**src/rtl/blr_pkg.sv**
```systemverilog
// Shared types and constants of the line rasterizer.
`default_nettype none
package blr_pkg;

   // Default grid size and command queue depth.
   localparam int GRID_WIDTH_DEF  = 60;
   localparam int GRID_HEIGHT_DEF = 60;
   localparam int QUEUE_DEPTH_DEF = 2;

   // Field widths fixed by the stream formats.
   localparam int COORD_W    = 6;
   localparam int COL_W      = 6;
   localparam int ADDR_W     = 12;
   localparam int CHAN_W     = 8;
   localparam int COLOUR_W   = 3 * CHAN_W;
   localparam int REQ_DATA_W = 48;
   localparam int RSP_DATA_W = 48;

   // Internal widths: grid positions may run off the grid by a full line.
   localparam int POS_W = 9;
   localparam int D_W   = 9;
   localparam int LEN_W = 6;

   // Line pixels per command beyond this count are dropped.
   localparam int LINE_LIMIT = 60;
   localparam int CNT_W      = $clog2(LINE_LIMIT + 1);

   // Colour of the closing end pixel.
   localparam logic [CHAN_W-1:0] END_RED   = 8'd0;
   localparam logic [CHAN_W-1:0] END_GREEN = 8'd255;
   localparam logic [CHAN_W-1:0] END_BLUE  = 8'd0;

   // One classified line command, folded into the first octant.
   typedef struct packed {
      logic signed [POS_W-1:0] start_col;
      logic signed [POS_W-1:0] start_row;
      logic signed [POS_W-1:0] end_col;
      logic signed [POS_W-1:0] end_row;
      logic [COLOUR_W-1:0]     colour;
      logic                    mir_x;
      logic                    mir_y;
      logic                    swap;
      logic [LEN_W-1:0]        major_len;
      logic signed [D_W-1:0]   d_init;
      logic signed [D_W-1:0]   inc_flat;
      logic signed [D_W-1:0]   inc_diag;
   } line_desc_type;

   // Queue status seen by the stepping engine.
   typedef struct packed {
      logic empty;
      logic full;
   } queue_status_type;

endpackage
`default_nettype wire

```
**src/rtl/blr_front.sv**
```systemverilog
// Command front end: octant classification and Bresenham setup terms.
`default_nettype none
module blr_front #(
   parameter int GRID_WIDTH  = blr_pkg::GRID_WIDTH_DEF,
   parameter int GRID_HEIGHT = blr_pkg::GRID_HEIGHT_DEF
) (
   input  wire logic signed [blr_pkg::COORD_W-1:0]  start_x,
   input  wire logic signed [blr_pkg::COORD_W-1:0]  start_y,
   input  wire logic signed [blr_pkg::COORD_W-1:0]  end_x,
   input  wire logic signed [blr_pkg::COORD_W-1:0]  end_y,
   input  wire logic [blr_pkg::COLOUR_W-1:0]        colour,
   output blr_pkg::line_desc_type                   desc
);
   import blr_pkg::*;

   localparam int HALF_W = GRID_WIDTH / 2;
   localparam int HALF_H = GRID_HEIGHT / 2;

   logic signed [COORD_W:0] dx;
   logic signed [COORD_W:0] dy;
   logic [LEN_W-1:0]        adx;
   logic [LEN_W-1:0]        ady;
   logic [LEN_W-1:0]        major;
   logic [LEN_W-1:0]        minor;
   logic                    swap;

   always_comb begin
      dx    = (COORD_W+1)'(end_x) - (COORD_W+1)'(start_x);
      dy    = (COORD_W+1)'(end_y) - (COORD_W+1)'(start_y);
      adx   = dx[COORD_W] ? LEN_W'(-dx) : LEN_W'(dx);
      ady   = dy[COORD_W] ? LEN_W'(-dy) : LEN_W'(dy);
      swap  = ady > adx;
      major = swap ? ady : adx;
      minor = swap ? adx : ady;

      desc.start_col = POS_W'(start_x) + $signed(POS_W'(HALF_W));
      desc.start_row = POS_W'(start_y) + $signed(POS_W'(HALF_H));
      desc.end_col   = POS_W'(end_x) + $signed(POS_W'(HALF_W));
      desc.end_row   = POS_W'(end_y) + $signed(POS_W'(HALF_H));
      desc.colour    = colour;
      desc.mir_x     = dx[COORD_W];
      desc.mir_y     = dy[COORD_W];
      desc.swap      = swap;
      desc.major_len = major;
      // 2*minor, 2*(minor-major) and 2*minor-major
      desc.inc_flat  = $signed(D_W'({minor, 1'b0}));
      desc.inc_diag  = $signed(D_W'({minor, 1'b0})) - $signed(D_W'({major, 1'b0}));
      desc.d_init    = $signed(D_W'({minor, 1'b0})) - $signed(D_W'(major));
   end

endmodule
`default_nettype wire

```
**src/rtl/blr_queue.sv**
```systemverilog
// Short command queue between front end and stepping engine.
`default_nettype none
module blr_queue #(
   parameter int DEPTH = blr_pkg::QUEUE_DEPTH_DEF
) (
   input  wire logic                  clock,
   input  wire logic                  reset,
   input  wire logic                  push,
   input  blr_pkg::line_desc_type     push_data,
   input  wire logic                  pop,
   output blr_pkg::line_desc_type     pop_data,
   output blr_pkg::queue_status_type  status
);
   import blr_pkg::*;

   localparam int PTR_W   = (DEPTH > 1) ? $clog2(DEPTH) : 1;
   localparam int COUNT_W = $clog2(DEPTH + 1);

   line_desc_type      slot_ff [DEPTH];
   logic [PTR_W-1:0]   wr_ptr_ff, wr_ptr_in;
   logic [PTR_W-1:0]   rd_ptr_ff, rd_ptr_in;
   logic [COUNT_W-1:0] count_ff, count_in;

   always_comb begin
      status.empty = (count_ff == '0);
      status.full  = (count_ff == COUNT_W'(DEPTH));
      pop_data     = slot_ff[rd_ptr_ff];

      wr_ptr_in = wr_ptr_ff;
      rd_ptr_in = rd_ptr_ff;
      count_in  = count_ff;
      if (push) begin
         wr_ptr_in = (wr_ptr_ff == PTR_W'(DEPTH - 1)) ? '0 : wr_ptr_ff + 1'b1;
      end
      if (pop) begin
         rd_ptr_in = (rd_ptr_ff == PTR_W'(DEPTH - 1)) ? '0 : rd_ptr_ff + 1'b1;
      end
      if (push && !pop) begin
         count_in = count_ff + 1'b1;
      end else if (pop && !push) begin
         count_in = count_ff - 1'b1;
      end
   end

   always_ff @(posedge clock) begin
      if (reset) begin
         wr_ptr_ff <= '0;
         rd_ptr_ff <= '0;
         count_ff  <= '0;
      end else begin
         wr_ptr_ff <= wr_ptr_in;
         rd_ptr_ff <= rd_ptr_in;
         count_ff  <= count_in;
      end
   end

   always_ff @(posedge clock) begin
      if (push) begin
         slot_ff[wr_ptr_ff] <= push_data;
      end
   end

`ifndef ASSERT_OFF
   a_count_bound: assert property (@(posedge clock) disable iff (reset)
      count_ff <= COUNT_W'(DEPTH))
      else $error("queue fill count above depth");
   a_pop_nonempty: assert property (@(posedge clock) disable iff (reset)
      pop |-> count_ff != '0)
      else $error("queue popped while empty");
   a_push_not_full: assert property (@(posedge clock) disable iff (reset)
      push |-> !status.full)
      else $error("queue pushed while full");
`endif

endmodule
`default_nettype wire

```
**src/rtl/blr_back.sv**
```systemverilog
// Stepping engine: walks the line one pixel a cycle, while the receiver does not stall, into the output register.
`default_nettype none
module blr_back #(
   parameter int GRID_WIDTH  = blr_pkg::GRID_WIDTH_DEF,
   parameter int GRID_HEIGHT = blr_pkg::GRID_HEIGHT_DEF
) (
   input  wire logic                           clock,
   input  wire logic                           reset,
   input  blr_pkg::line_desc_type              q_data,
   input  blr_pkg::queue_status_type           q_status,
   output logic                                q_pop,
   output logic                                out_valid,
   input  wire logic                           out_ready,
   output logic [blr_pkg::COL_W-1:0]           out_col,
   output logic [blr_pkg::COL_W-1:0]           out_row,
   output logic [blr_pkg::ADDR_W-1:0]          out_addr,
   output logic [blr_pkg::COLOUR_W-1:0]        out_colour,
   output logic                                out_last
);
   import blr_pkg::*;

   typedef enum logic [3:0] {
      S_IDLE  = 4'b0001,
      S_START = 4'b0010,
      S_STEP  = 4'b0100,
      S_END   = 4'b1000
   } back_state_type;

   back_state_type          state_ff, state_in;
   line_desc_type           desc_ff, desc_in;
   logic signed [POS_W-1:0] col_ff, col_in;
   logic signed [POS_W-1:0] row_ff, row_in;
   logic signed [D_W-1:0]   d_ff, d_in;
   logic [LEN_W-1:0]        steps_ff, steps_in;
   logic [CNT_W-1:0]        count_ff, count_in;
   logic                    out_valid_ff, out_valid_in;
   logic [COL_W-1:0]        out_col_ff;
   logic [COL_W-1:0]        out_row_ff;
   logic [ADDR_W-1:0]       out_addr_ff;
   logic [COLOUR_W-1:0]     out_colour_ff;
   logic                    out_last_ff;

   logic                    adv;
   logic                    attempt;
   logic                    keep;
   logic                    load_out;
   logic                    in_grid;
   logic                    take_minor;
   logic signed [D_W-1:0]   d_next;
   logic signed [POS_W-1:0] x_delta;
   logic signed [POS_W-1:0] y_delta;
   logic signed [POS_W-1:0] step_col;
   logic signed [POS_W-1:0] step_row;
   logic signed [POS_W-1:0] cand_col;
   logic signed [POS_W-1:0] cand_row;
   logic [COLOUR_W-1:0]     cand_colour;
   logic                    cand_last;
   logic [ADDR_W-1:0]       cand_addr;

   always_comb begin
      adv        = !out_valid_ff || out_ready;
      take_minor = !d_ff[D_W-1] && (d_ff != '0);
      d_next     = take_minor ? d_ff + desc_ff.inc_diag : d_ff + desc_ff.inc_flat;
      x_delta    = desc_ff.mir_x ? {POS_W{1'b1}} : POS_W'(1);
      y_delta    = desc_ff.mir_y ? {POS_W{1'b1}} : POS_W'(1);
      if (desc_ff.swap) begin
         step_col = take_minor ? x_delta : '0;
         step_row = y_delta;
      end else begin
         step_col = x_delta;
         step_row = take_minor ? y_delta : '0;
      end

      state_in    = state_ff;
      desc_in     = desc_ff;
      col_in      = col_ff;
      row_in      = row_ff;
      d_in        = d_ff;
      steps_in    = steps_ff;
      count_in    = count_ff;
      q_pop       = 1'b0;
      attempt     = 1'b0;
      cand_col    = col_ff;
      cand_row    = row_ff;
      cand_colour = desc_ff.colour;
      cand_last   = 1'b0;

      case (state_ff)
         S_IDLE: begin
            q_pop = !q_status.empty;
         end
         S_START: begin
            if (adv) begin
               attempt  = 1'b1;
               state_in = (steps_ff == '0) ? S_END : S_STEP;
            end
         end
         S_STEP: begin
            cand_col = col_ff + step_col;
            cand_row = row_ff + step_row;
            if (adv) begin
               attempt  = 1'b1;
               col_in   = cand_col;
               row_in   = cand_row;
               d_in     = d_next;
               steps_in = steps_ff - 1'b1;
               if (steps_ff == LEN_W'(1)) begin
                  state_in = S_END;
               end
            end
         end
         S_END: begin
            cand_col    = desc_ff.end_col;
            cand_row    = desc_ff.end_row;
            cand_colour = {END_BLUE, END_GREEN, END_RED};
            cand_last   = 1'b1;
            if (adv) begin
               attempt  = 1'b1;
               q_pop    = !q_status.empty;
               state_in = S_IDLE;
            end
         end
         default: begin
            state_in = S_IDLE;
         end
      endcase

      in_grid = !cand_col[POS_W-1] && (cand_col < $signed(POS_W'(GRID_WIDTH)))
             && !cand_row[POS_W-1] && (cand_row < $signed(POS_W'(GRID_HEIGHT)));
      keep      = in_grid && (cand_last || (count_ff < CNT_W'(LINE_LIMIT)));
      load_out  = attempt && keep;
      cand_addr = ADDR_W'(cand_col[COL_W-1:0])
                + ADDR_W'(GRID_WIDTH) * ADDR_W'(cand_row[COL_W-1:0]);

      if (load_out && !cand_last) begin
         count_in = count_ff + 1'b1;
      end

      // Load the next command into the walker.
      if (q_pop) begin
         state_in = S_START;
         desc_in  = q_data;
         col_in   = q_data.start_col;
         row_in   = q_data.start_row;
         d_in     = q_data.d_init;
         steps_in = q_data.major_len;
         count_in = '0;
      end

      if (load_out) begin
         out_valid_in = 1'b1;
      end else if (out_ready) begin
         out_valid_in = 1'b0;
      end else begin
         out_valid_in = out_valid_ff;
      end
   end

   always_ff @(posedge clock) begin
      if (reset) begin
         state_ff     <= S_IDLE;
         out_valid_ff <= 1'b0;
      end else begin
         state_ff     <= state_in;
         out_valid_ff <= out_valid_in;
      end
   end

   always_ff @(posedge clock) begin
      desc_ff  <= desc_in;
      col_ff   <= col_in;
      row_ff   <= row_in;
      d_ff     <= d_in;
      steps_ff <= steps_in;
      count_ff <= count_in;
      if (load_out) begin
         out_col_ff    <= cand_col[COL_W-1:0];
         out_row_ff    <= cand_row[COL_W-1:0];
         out_addr_ff   <= cand_addr;
         out_colour_ff <= cand_colour;
         out_last_ff   <= cand_last;
      end
   end

   assign out_valid  = out_valid_ff;
   assign out_col    = out_col_ff;
   assign out_row    = out_row_ff;
   assign out_addr   = out_addr_ff;
   assign out_colour = out_colour_ff;
   assign out_last   = out_last_ff;

`ifndef ASSERT_OFF
   a_step_left: assert property (@(posedge clock) disable iff (reset)
      state_ff == S_STEP |-> steps_ff != '0)
      else $error("stepping with no steps left");
   a_count_limit: assert property (@(posedge clock) disable iff (reset)
      state_ff != S_IDLE |-> count_ff <= CNT_W'(LINE_LIMIT))
      else $error("line pixel count above limit");
   a_end_once: assert property (@(posedge clock) disable iff (reset)
      (state_ff == S_END && adv) |=> state_ff != S_END)
      else $error("end pixel issued twice");
`endif

endmodule
`default_nettype wire

```
**src/rtl/bresenham_line_rasterizer_top.sv**
```systemverilog
// Top level of the Bresenham line rasterizer.
//
// Usage: each word on the req_ stream is one line command: two endpoints in
// grid-centred coordinates and a line colour. The block answers on the rsp_
// stream with pixel words: the start pixel, one pixel per major-axis step,
// then the end pixel again in fixed green with rsp_tlast high. Pixels off the
// grid are skipped, and at most 60 line-colored pixels go out per command.
// The start pixel passes from an accepted command through the command queue,
// the walker's start state and the output register to rsp_tvalid. Throughput:
// one pixel per cycle while rsp_tready is high; a command holds the walker for
// its start, step and end pixels. The front end classifies commands
// into a short queue, so new commands are taken while a line is drawn.
// Reset clears the queue, the walker state and rsp_tvalid; no clearing pass.
// When the receiver stalls, the output register holds its word, the walker
// waits, and req_tready drops only once the command queue is full.
`default_nettype none
module bresenham_line_rasterizer_top #(
   parameter int GRID_WIDTH  = blr_pkg::GRID_WIDTH_DEF,
   parameter int GRID_HEIGHT = blr_pkg::GRID_HEIGHT_DEF,
   parameter int QUEUE_DEPTH = blr_pkg::QUEUE_DEPTH_DEF
) (
   input  wire logic                             clock,
   input  wire logic                             reset,
   // start_x[5:0], start_y[11:6], end_x[17:12], end_y[23:18],
   // line_red[31:24], line_green[39:32], line_blue[47:40]
   input  wire logic [blr_pkg::REQ_DATA_W-1:0]   req_tdata,
   input  wire logic                             req_tvalid,
   output logic                                  req_tready,
   // pixel_col[5:0], pixel_row[11:6], pixel_address[23:12],
   // pixel_red[31:24], pixel_green[39:32], pixel_blue[47:40]
   output logic [blr_pkg::RSP_DATA_W-1:0]        rsp_tdata,
   output logic                                  rsp_tlast,   // final_pixel
   output logic                                  rsp_tvalid,
   input  wire logic                             rsp_tready
);
   import blr_pkg::*;

   logic signed [COORD_W-1:0] start_x;
   logic signed [COORD_W-1:0] start_y;
   logic signed [COORD_W-1:0] end_x;
   logic signed [COORD_W-1:0] end_y;
   logic [COLOUR_W-1:0]       line_colour;
   line_desc_type             front_desc;
   line_desc_type             q_data;
   queue_status_type          q_status;
   logic                      q_push;
   logic                      q_pop;
   logic [COL_W-1:0]          pixel_col;
   logic [COL_W-1:0]          pixel_row;
   logic [ADDR_W-1:0]         pixel_address;
   logic [COLOUR_W-1:0]       pixel_colour;

   // Unpack the command word.
   assign start_x     = req_tdata[5:0];
   assign start_y     = req_tdata[11:6];
   assign end_x       = req_tdata[17:12];
   assign end_y       = req_tdata[23:18];
   assign line_colour = req_tdata[47:24];

   // Take a command whenever the queue has room.
   assign req_tready = !q_status.full;
   assign q_push     = req_tvalid && req_tready;

   blr_front #(
      .GRID_WIDTH  (GRID_WIDTH),
      .GRID_HEIGHT (GRID_HEIGHT)
   ) u_front (
      .start_x (start_x),
      .start_y (start_y),
      .end_x   (end_x),
      .end_y   (end_y),
      .colour  (line_colour),
      .desc    (front_desc)
   );

   blr_queue #(
      .DEPTH (QUEUE_DEPTH)
   ) u_queue (
      .clock     (clock),
      .reset     (reset),
      .push      (q_push),
      .push_data (front_desc),
      .pop       (q_pop),
      .pop_data  (q_data),
      .status    (q_status)
   );

   blr_back #(
      .GRID_WIDTH  (GRID_WIDTH),
      .GRID_HEIGHT (GRID_HEIGHT)
   ) u_back (
      .clock      (clock),
      .reset      (reset),
      .q_data     (q_data),
      .q_status   (q_status),
      .q_pop      (q_pop),
      .out_valid  (rsp_tvalid),
      .out_ready  (rsp_tready),
      .out_col    (pixel_col),
      .out_row    (pixel_row),
      .out_addr   (pixel_address),
      .out_colour (pixel_colour),
      .out_last   (rsp_tlast)
   );

   // Pack the pixel word.
   assign rsp_tdata = {pixel_colour, pixel_address, pixel_row, pixel_col};

endmodule
`default_nettype wire
```
**config.mk**
```make
export PLATFORM = sky130hd
export DESIGN_NAME = bresenham_line_rasterizer_top
export DESIGN_NICKNAME = d
export VERILOG_FILES = /design/src/rtl/blr_pkg.sv /design/src/rtl/blr_front.sv /design/src/rtl/blr_queue.sv /design/src/rtl/blr_back.sv /design/src/rtl/bresenham_line_rasterizer_top.sv
export SDC_FILE = /design/constraint.sdc
export NUM_CORES = 1
export LEC_CHECK = 0
export BUFFER_PORTS_ARGS = -buffer_cell sky130_fd_sc_hd__buf_2
export CORE_MARGIN = 2
export CORE_UTILIZATION = 30
export DETAILED_ROUTE_END_ITERATION = 16
export PLACE_DENSITY_LB_ADDON = 0.08
export SETUP_SLACK_MARGIN = 0.02
export SYNTH_ARGS = -nofsm -noshare
export SYNTH_HDL_FRONTEND = slang
export SYNTH_SLANG_ARGS = --single-unit
```
**constraint.sdc**
```tcl
create_clock -name clock -period 9 [get_ports clock]
set_clock_uncertainty 0.1 [all_clocks]
set_input_delay 1.35 -clock clock [delete_from_list [all_inputs] [get_ports clock]]
set_output_delay 1.35 -clock clock [all_outputs]
set_load 0.05 [all_outputs]
```
==> results of run 1 <==
-- logic make-up (layout without fill, tap and decap cells) --
family	count (synthesis)	after routing
flip-flops	312	312
buffers and inverters	126	274
XOR/XNOR	72	72
other	0	1
AND/OR/NAND/NOR	240	240
adder cells (fa/ha/maj)	92	92
AO/OA/AOI/OAI	216	216
multiplexers	93	93
-- metrics by stage --
| stage | util, % | power (mW) | cells | cell area [µm²] |
|---|---|---|---|---|
| global route | 35.3 | 8.71 | 1980 | 18000 |
| CTS | 35.3 | 8.16 | 1979 | 18000 |
| finish | 35.3 | 8.01 | 1980 | 18000 |
| detailed placement | 32.8 | 6.54 | 1913 | 16700 |
| floorplan | - | 5.60 | 1151 | 15400 |
| global placement | 32.8 | 6.53 | 1913 | 16700 |
-- metal layers --
metal / global-route usage, % / vias up / routed length, µm / share of wire [%]
met1: 18.8 / 4448 / 17100 / 47
met4: 4.84 / 0 / 918 / 2.5
met2: 22.4 / 148 / 16900 / 47
met3: 2.43 / 57 / 1410 / 3.9
li1: - / 4507 / - / -
met5: 0 / - / 0 / 0
-- area by class of cell --
type | count | area [µm²] | share of cell area, %
clock inverters | 18 | 231 | 1.29
flip-flops and latches | 312 | 9210 | 51.2
well taps | 680 | 851 | 4.73
repair buffers | 116 | 616 | 3.42
multi-input cells | 713 | 5710 | 31.7
inverters | 92 | 345 | 1.92
clock buffers | 48 | 1030 | 5.73
diodes | 1 | 2.50 | 0.0139
-- power breakdown --
part	internal, mW	switching (mW)	leakage (nW)
registers	2.43	0.191	2.89
logic	1.56	2.27	3.28
clock network	0.955	0.608	0.615
total	4.94	3.07	6.79
-- registers in the layout, summed over array words and instances (netlist names), 6 cells and up, named ones only --
name	flops
u_back.col_ff	9
u_back.row_ff	9
u_back.desc_ff	54
u_back.out_colour	24
u_back.steps_ff	6
u_back.count_ff	6
u_back.out_row	6
u_queue.slot_ff	162
u_back.out_addr	12
u_back.d_ff	9
-- layout by cell type (no fill, tap or decap), types with 12 or more instances in the layout --
cell type,count
edfxtp_1,296
buf_2,102
inv_1,88
ha_1,76
a21oi_1,64
mux2_2,63
nand2_1,57
nor2_1,45
o21ai_0,41
clkbuf_16,40
xnor2_1,39
nor2b_1,33
xor2_1,32
mux2i_1,30
nand2b_1,20
a211oi_1,17
fa_1,16
dfxtp_1,15
a21o_1,14
nor3_1,14
buf_4,14
nand3_1,12
or2_2,12
-- critical path, stage by stage (launching register included) --
cell      delay, ns
edfxtp_1       0.41
nor4_1         0.48
a21oi_2        0.11
buf_4          0.22
o21a_1         0.36
ha_1           0.38
a21o_1         0.19
a211oi_1       0.22
a21oi_1        0.09
a221oi_1       0.94
inv_1          0.42
fa_1           0.66
fa_1           0.42
ha_1           0.35
a21oi_1        0.17
o21bai_1       0.10
a21o_1         0.18
a21oi_1        0.18
xnor2_1        0.17
nand3_1        0.13
xnor3_1        0.19
-- worst paths after layout --
check / endpoint / from / cells past startpoint
min: u_back.count_ff[4] / u_back.count_ff[4] / 2
min reg2reg: u_back.count_ff[4] / u_back.count_ff[4] / 2
max reg2reg: u_back.out_addr[11] / u_back.d_ff[1] / 20
max: u_back.out_addr[11] / u_back.d_ff[1] / 20
==> results by group, run 1 <==
Setup path
  • WP data required: 9.18 ns
  • Crit start category: flip-flop
  • Crit path DAT: 6.93 ns
  • Setup slack, reg-to-reg: 2.25 ns
  • Setup CP Type: reg -> reg
  • CP Max Fanout: 11
  • Crit end category: flip-flop

Floorplan
  • Core area: 51,000 µm²
  • Rows: 83
  • IO Pins: 103
  • Die Wd: 231 µm
  • Die ar.: 53,200 µm²
  • Starting Density: 30.2%
  • Die Y: 231 µm

Placed design
  • Detailed placement HPWL: 24,900 µm
  • Port Buffers: 102
  • Pre-CTS worst setup slack: 2.04 ns
  • Final GP Congestion: 0.816

Synth
  • Syn_nets: 1,295
  • Ys async rst share: 0%
  • Synth warnings: 0
  • Synth top area share: 57.7%
  • Mux contribution to synthesized area: 6.55%
  • Sequential fraction of the synthesis area: 59.8%
  • Synth Area in XOR/XNOR: 4.18%
  • #FFs+latches synth: 312
  • Post-Syn Instances: 1,151
  • Largest cells by area after synthesis: edfxtp_1, ha_1, mux2_2, xnor2_1, inv_1
  • Cell area after synthesis: 15,400 µm²
  • Most common cell in the netlist: edfxtp_1
  • Ys flop type: edfxtp_1
  • Synth Area in Simple Gates: 8.36%
  • Synth Area in Compound Gates: 9.43%
  • Post-synth EDFFs: 296
  • Post-synth top cells: edfxtp_1, inv_1, ha_1
  • Post-Synth Adder-Cell Area: 8.25%
  • Cell variety after synth: 77
  • Area leader, netlist: edfxtp_1
  • Largest family of logic cells by synthesized area: compound AO/OA/AOI/OAI gates
  • Syn avg cell area: 13.4 µm²

Global routing
  • GRT Overall Usage: 13.9%
  • First-pass GRT wire length: 55,700 µm
  • Number of global-route vias before repair: 9,244
  • Largest net degree at the start of global routing: 52
  • Total grt overflow: 0
  • Initial antenna violation count: 2

Finish
  • Fillers: 4,972
  • Fraction of layout cells with a size suffix above 1: 21.0%
  • P&R area growth vs syn: 16.8%
  • NumNets Final: 1,418

CTS
  • Clk pin slew, worst setup/hold paths: 0.05 ns
  • CTS tree: built
  • H-tree depth: 2
  • Max Root-Sink Buffers: 3
  • Postcts setup bufs: 0
  • CTS root buffer: clkbuf_16
  • Clock Sinks: 312
  • Clk_lat worst skew: 0.55 ns
  • Post-CTS Hold Buffers: 0
  • Resized cells post-CTS: 0
  • TritonCTS buffer count: 39

Job
  • # Max-Cap Violations: 0

Detailed routing
  • Drt total wl: 36,300 µm
  • DRC Markers: 0
  • Antenna Nets Post-Route: 0
  • Number of DRC markers in iteration 0: 617
  • DR WL/cell: 18.3 µm
  • Vias per Instance: 4.63
  • Via count: 9,160
  • Drt first pass iters: 5

STA
  • Worst slew pin tran: 1.13 ns
  • Final Max Slew Viols: 0
  • Final hold vios: 0
  • Hold WS: 0.383 ns
  • # setup viols final: 0
  • Final WS setup: 2.25 ns
  • Period utilisation layout: 75.0%
  • Slew HR: 24.6%
  • RSZ-0062 raised after global routing: no
  • Setup TNS: 0 ns
  • Max Fclk: 0.148 GHz
  • Fin crit period: 6.75 ns

Status
  • Outcome: finished, final reports clean

Pwr
  • Lkg Pwr: 6.79 nW
  • Power Density: 445 nW/µm²
  • Worst IR Drop VDD: 0.178 mV

Worst hold path
  • Worst hold path class: reg -> reg
Note: power is estimated with default switching activity, not from simulation.
==> run 2: changes to the inputs <==
ABC_AREA = 1   (was unset)
clock period = 5.7 ns   (was 9 ns; I/O delays follow)
==> results by group, run 2 <==
CTS
  • Clk_lat worst skew: 0.56 ns
  • Clk pin slew, worst setup/hold paths: 0.06 ns
  • Clock Sinks: 312
  • H-tree depth: 2
  • CTS root buffer: clkbuf_16
  • TritonCTS buffer count: 38
  • Max Root-Sink Buffers: 3
  • CTS tree: built
  • Post-CTS Hold Buffers: 0

Detailed routing
  • Antenna Nets Post-Route: 0
  • Number of DRC markers in iteration 0: 565
  • Vias per Instance: 4.40
  • Drt total wl: 37,300 µm
  • DRC Markers: 0
  • Via count: 10.1k
  • DR WL/cell: 16.2 µm
  • Drt first pass iters: 5

Setup path
  • Crit path DAT: 5.55 ns
  • WP data required: 5.89 ns
  • Reg2reg start: u_back.d_ff[6]
  • Crit start category: flip-flop
  • Setup CP Type: reg -> reg
  • Crit end category: flip-flop
  • CP Max Fanout: 4
  • Critical path origin: u_back.d_ff[6]

Placed design
  • DP Cell Count: 2,236
  • Port Buffers: 102
  • Final GP Congestion: 0.796
  • Detailed placement HPWL: 25,300 µm
  • DP Area: 17,000 µm²

STA
  • Final hold vios: 0
  • Slew HR: 39.8%
  • Max Fclk: 0.186 GHz
  • Period utilisation layout: 94.1%
  • Hold WS: 0.347 ns
  • Setup TNS: 0 ns
  • # setup viols final: 0
  • RSZ-0062 raised after global routing: no
  • Fin crit period: 5.36 ns
  • Final Max Slew Viols: 0
  • Worst slew pin tran: 0.903 ns

Synth
  • Most common cell in the netlist: nand2_1
  • #FFs+latches synth: 312
  • Synth top area share: 57.2%
  • Synth warnings: 0
  • Cell variety after synth: 54
  • Post-Syn Instances: 1,464
  • Syn_nets: 1,608
  • Largest cells by area after synthesis: edfxtp_1, nand2_1, ha_1, inv_1, xor2_1
  • Post-synth EDFFs: 296
  • Ys async rst share: 0%
  • Sequential fraction of the synthesis area: 59.3%
  • Post-synth top cells: nand2_1, edfxtp_1, inv_1
  • Syn avg cell area: 10.6 µm²
  • Cell area after synthesis: 15,500 µm²
  • Ys flop type: edfxtp_1
  • Area leader, netlist: edfxtp_1

Global routing
  • Initial antenna violation count: 0
  • First-pass GRT wire length: 59,100 µm
  • Number of global-route vias before repair: 10.3k
  • Largest net degree at the start of global routing: 114
  • GRT Overall Usage: 14.3%
  • Total grt overflow: 0

Worst hold path
  • Worst hold path class: reg -> reg
  • Hold Crit Start: u_queue.rd_ptr_ff

Finish
  • Fillers: 5,225
  • Fraction of layout cells with a size suffix above 1: 16.2%
  • Max reg flops: 162
  • N_diodes: 0
  • Most frequent cells in the layout: nand2_1, edfxtp_1, inv_1
  • Largest reg by FF count: u_queue.slot_ff
  • Most common cell after layout, fill and taps aside: nand2_1
  • Fin cells: 2,306
  • NumNets Final: 1,744
  • Final Cell Area: 18,200 µm²
  • P&R area growth vs syn: 17.2%

Floorplan
  • Rows: 83
  • Die Y: 232 µm
  • Core area: 51,300 µm²
  • IO Pins: 103
  • Starting Density: 30.3%
  • Die ar.: 53,600 µm²
  • Die Wd: 232 µm

Job
  • # Max-Cap Violations: 0

Status
  • Outcome: finished, final reports clean
-- run 2: area by class of cell --
class / count / area [µm²] / share of cell area, %
clock inverters: 13 / 160 / 0.879
inverters: 173 / 656 / 3.60
repair buffers: 129 / 738 / 4.05
flip-flops and latches: 312 / 9210 / 50.6
well taps: 680 / 851 / 4.67
multi-input cells: 946 / 5580 / 30.6
clock buffers: 53 / 1020 / 5.59
-- run 2: routing by layer --
layer / routed length [µm] / vias to the layer above / track usage [%]
li1: - / 5213 / -
met1: 18200 / 4720 / 19.7
met2: 16800 / 155 / 23.0
met3: 1440 / 54 / 2.68
met4: 817 / 0 / 4.01
met5: 0 / - / 0
-- run 2: worst paths after layout --
check                         to  slack [ns]  cells past startpoint
max          u_back.out_addr[11]        0.34                     24
min                    flip-flop        0.35                      1
max reg2reg  u_back.out_addr[11]        0.34                     24
min reg2reg            flip-flop        0.35                      1
-- run 2: critical path, cell delays in order (launching register included) --
cell and delay (ns):
edfxtp_1 0.41, nor2_2 0.16, nand2_1 0.10, o21ai_4 0.19
nand2_2 0.11, ha_2 0.21, fa_2 0.41, xor2_2 0.16
nand2_1 0.08, nand2_2 0.10, nor2_4 0.05, fa_1 0.53
inv_1 0.06, fa_1 0.53, inv_1 0.06, fa_1 0.52
inv_1 0.04, ha_1 0.30, inv_1 0.07, nor2_1 0.11
o21ai_1 0.09, or3_1 0.39, nor2_1 0.10, nand2_1 0.07
xor2_1 0.14
-- run 2: cells by family (layout without fill, tap and decap cells) --
family                     count (synthesis)  count (layout)  synth area share (%)
DFF                                      312             312                  59.3
and+or+nand+nor                          665             665                  18.6
buffers and inverters                    206             368                  5.25
xor gates and xnor gates                  61              61                  3.53
AOI/OAI and AO/OA                        127             127                  5.07
muxes                                      1               1                0.0644
adders and majority gates                 92              92                  8.18
-- run 2: what timing repair did --
item                                    CTS  global route
setup buffers                             0             4
endpoints found under the setup margin    0             4
gates resized for setup                   0            13
-- run 2: per-stage QoR --
stage	worst slack [ns]	utilization (%)
after floorplan	0.390	-
after global placement	0.171	33.1
after detailed placement	0.105	33.1
after CTS	0.0846	35.4
after global routing	0.0105	35.5
final	0.337	35.5
Power of run 2 is not shown: default switching activity piles up to over one toggle a cycle in this logic, so the estimate is an artifact.
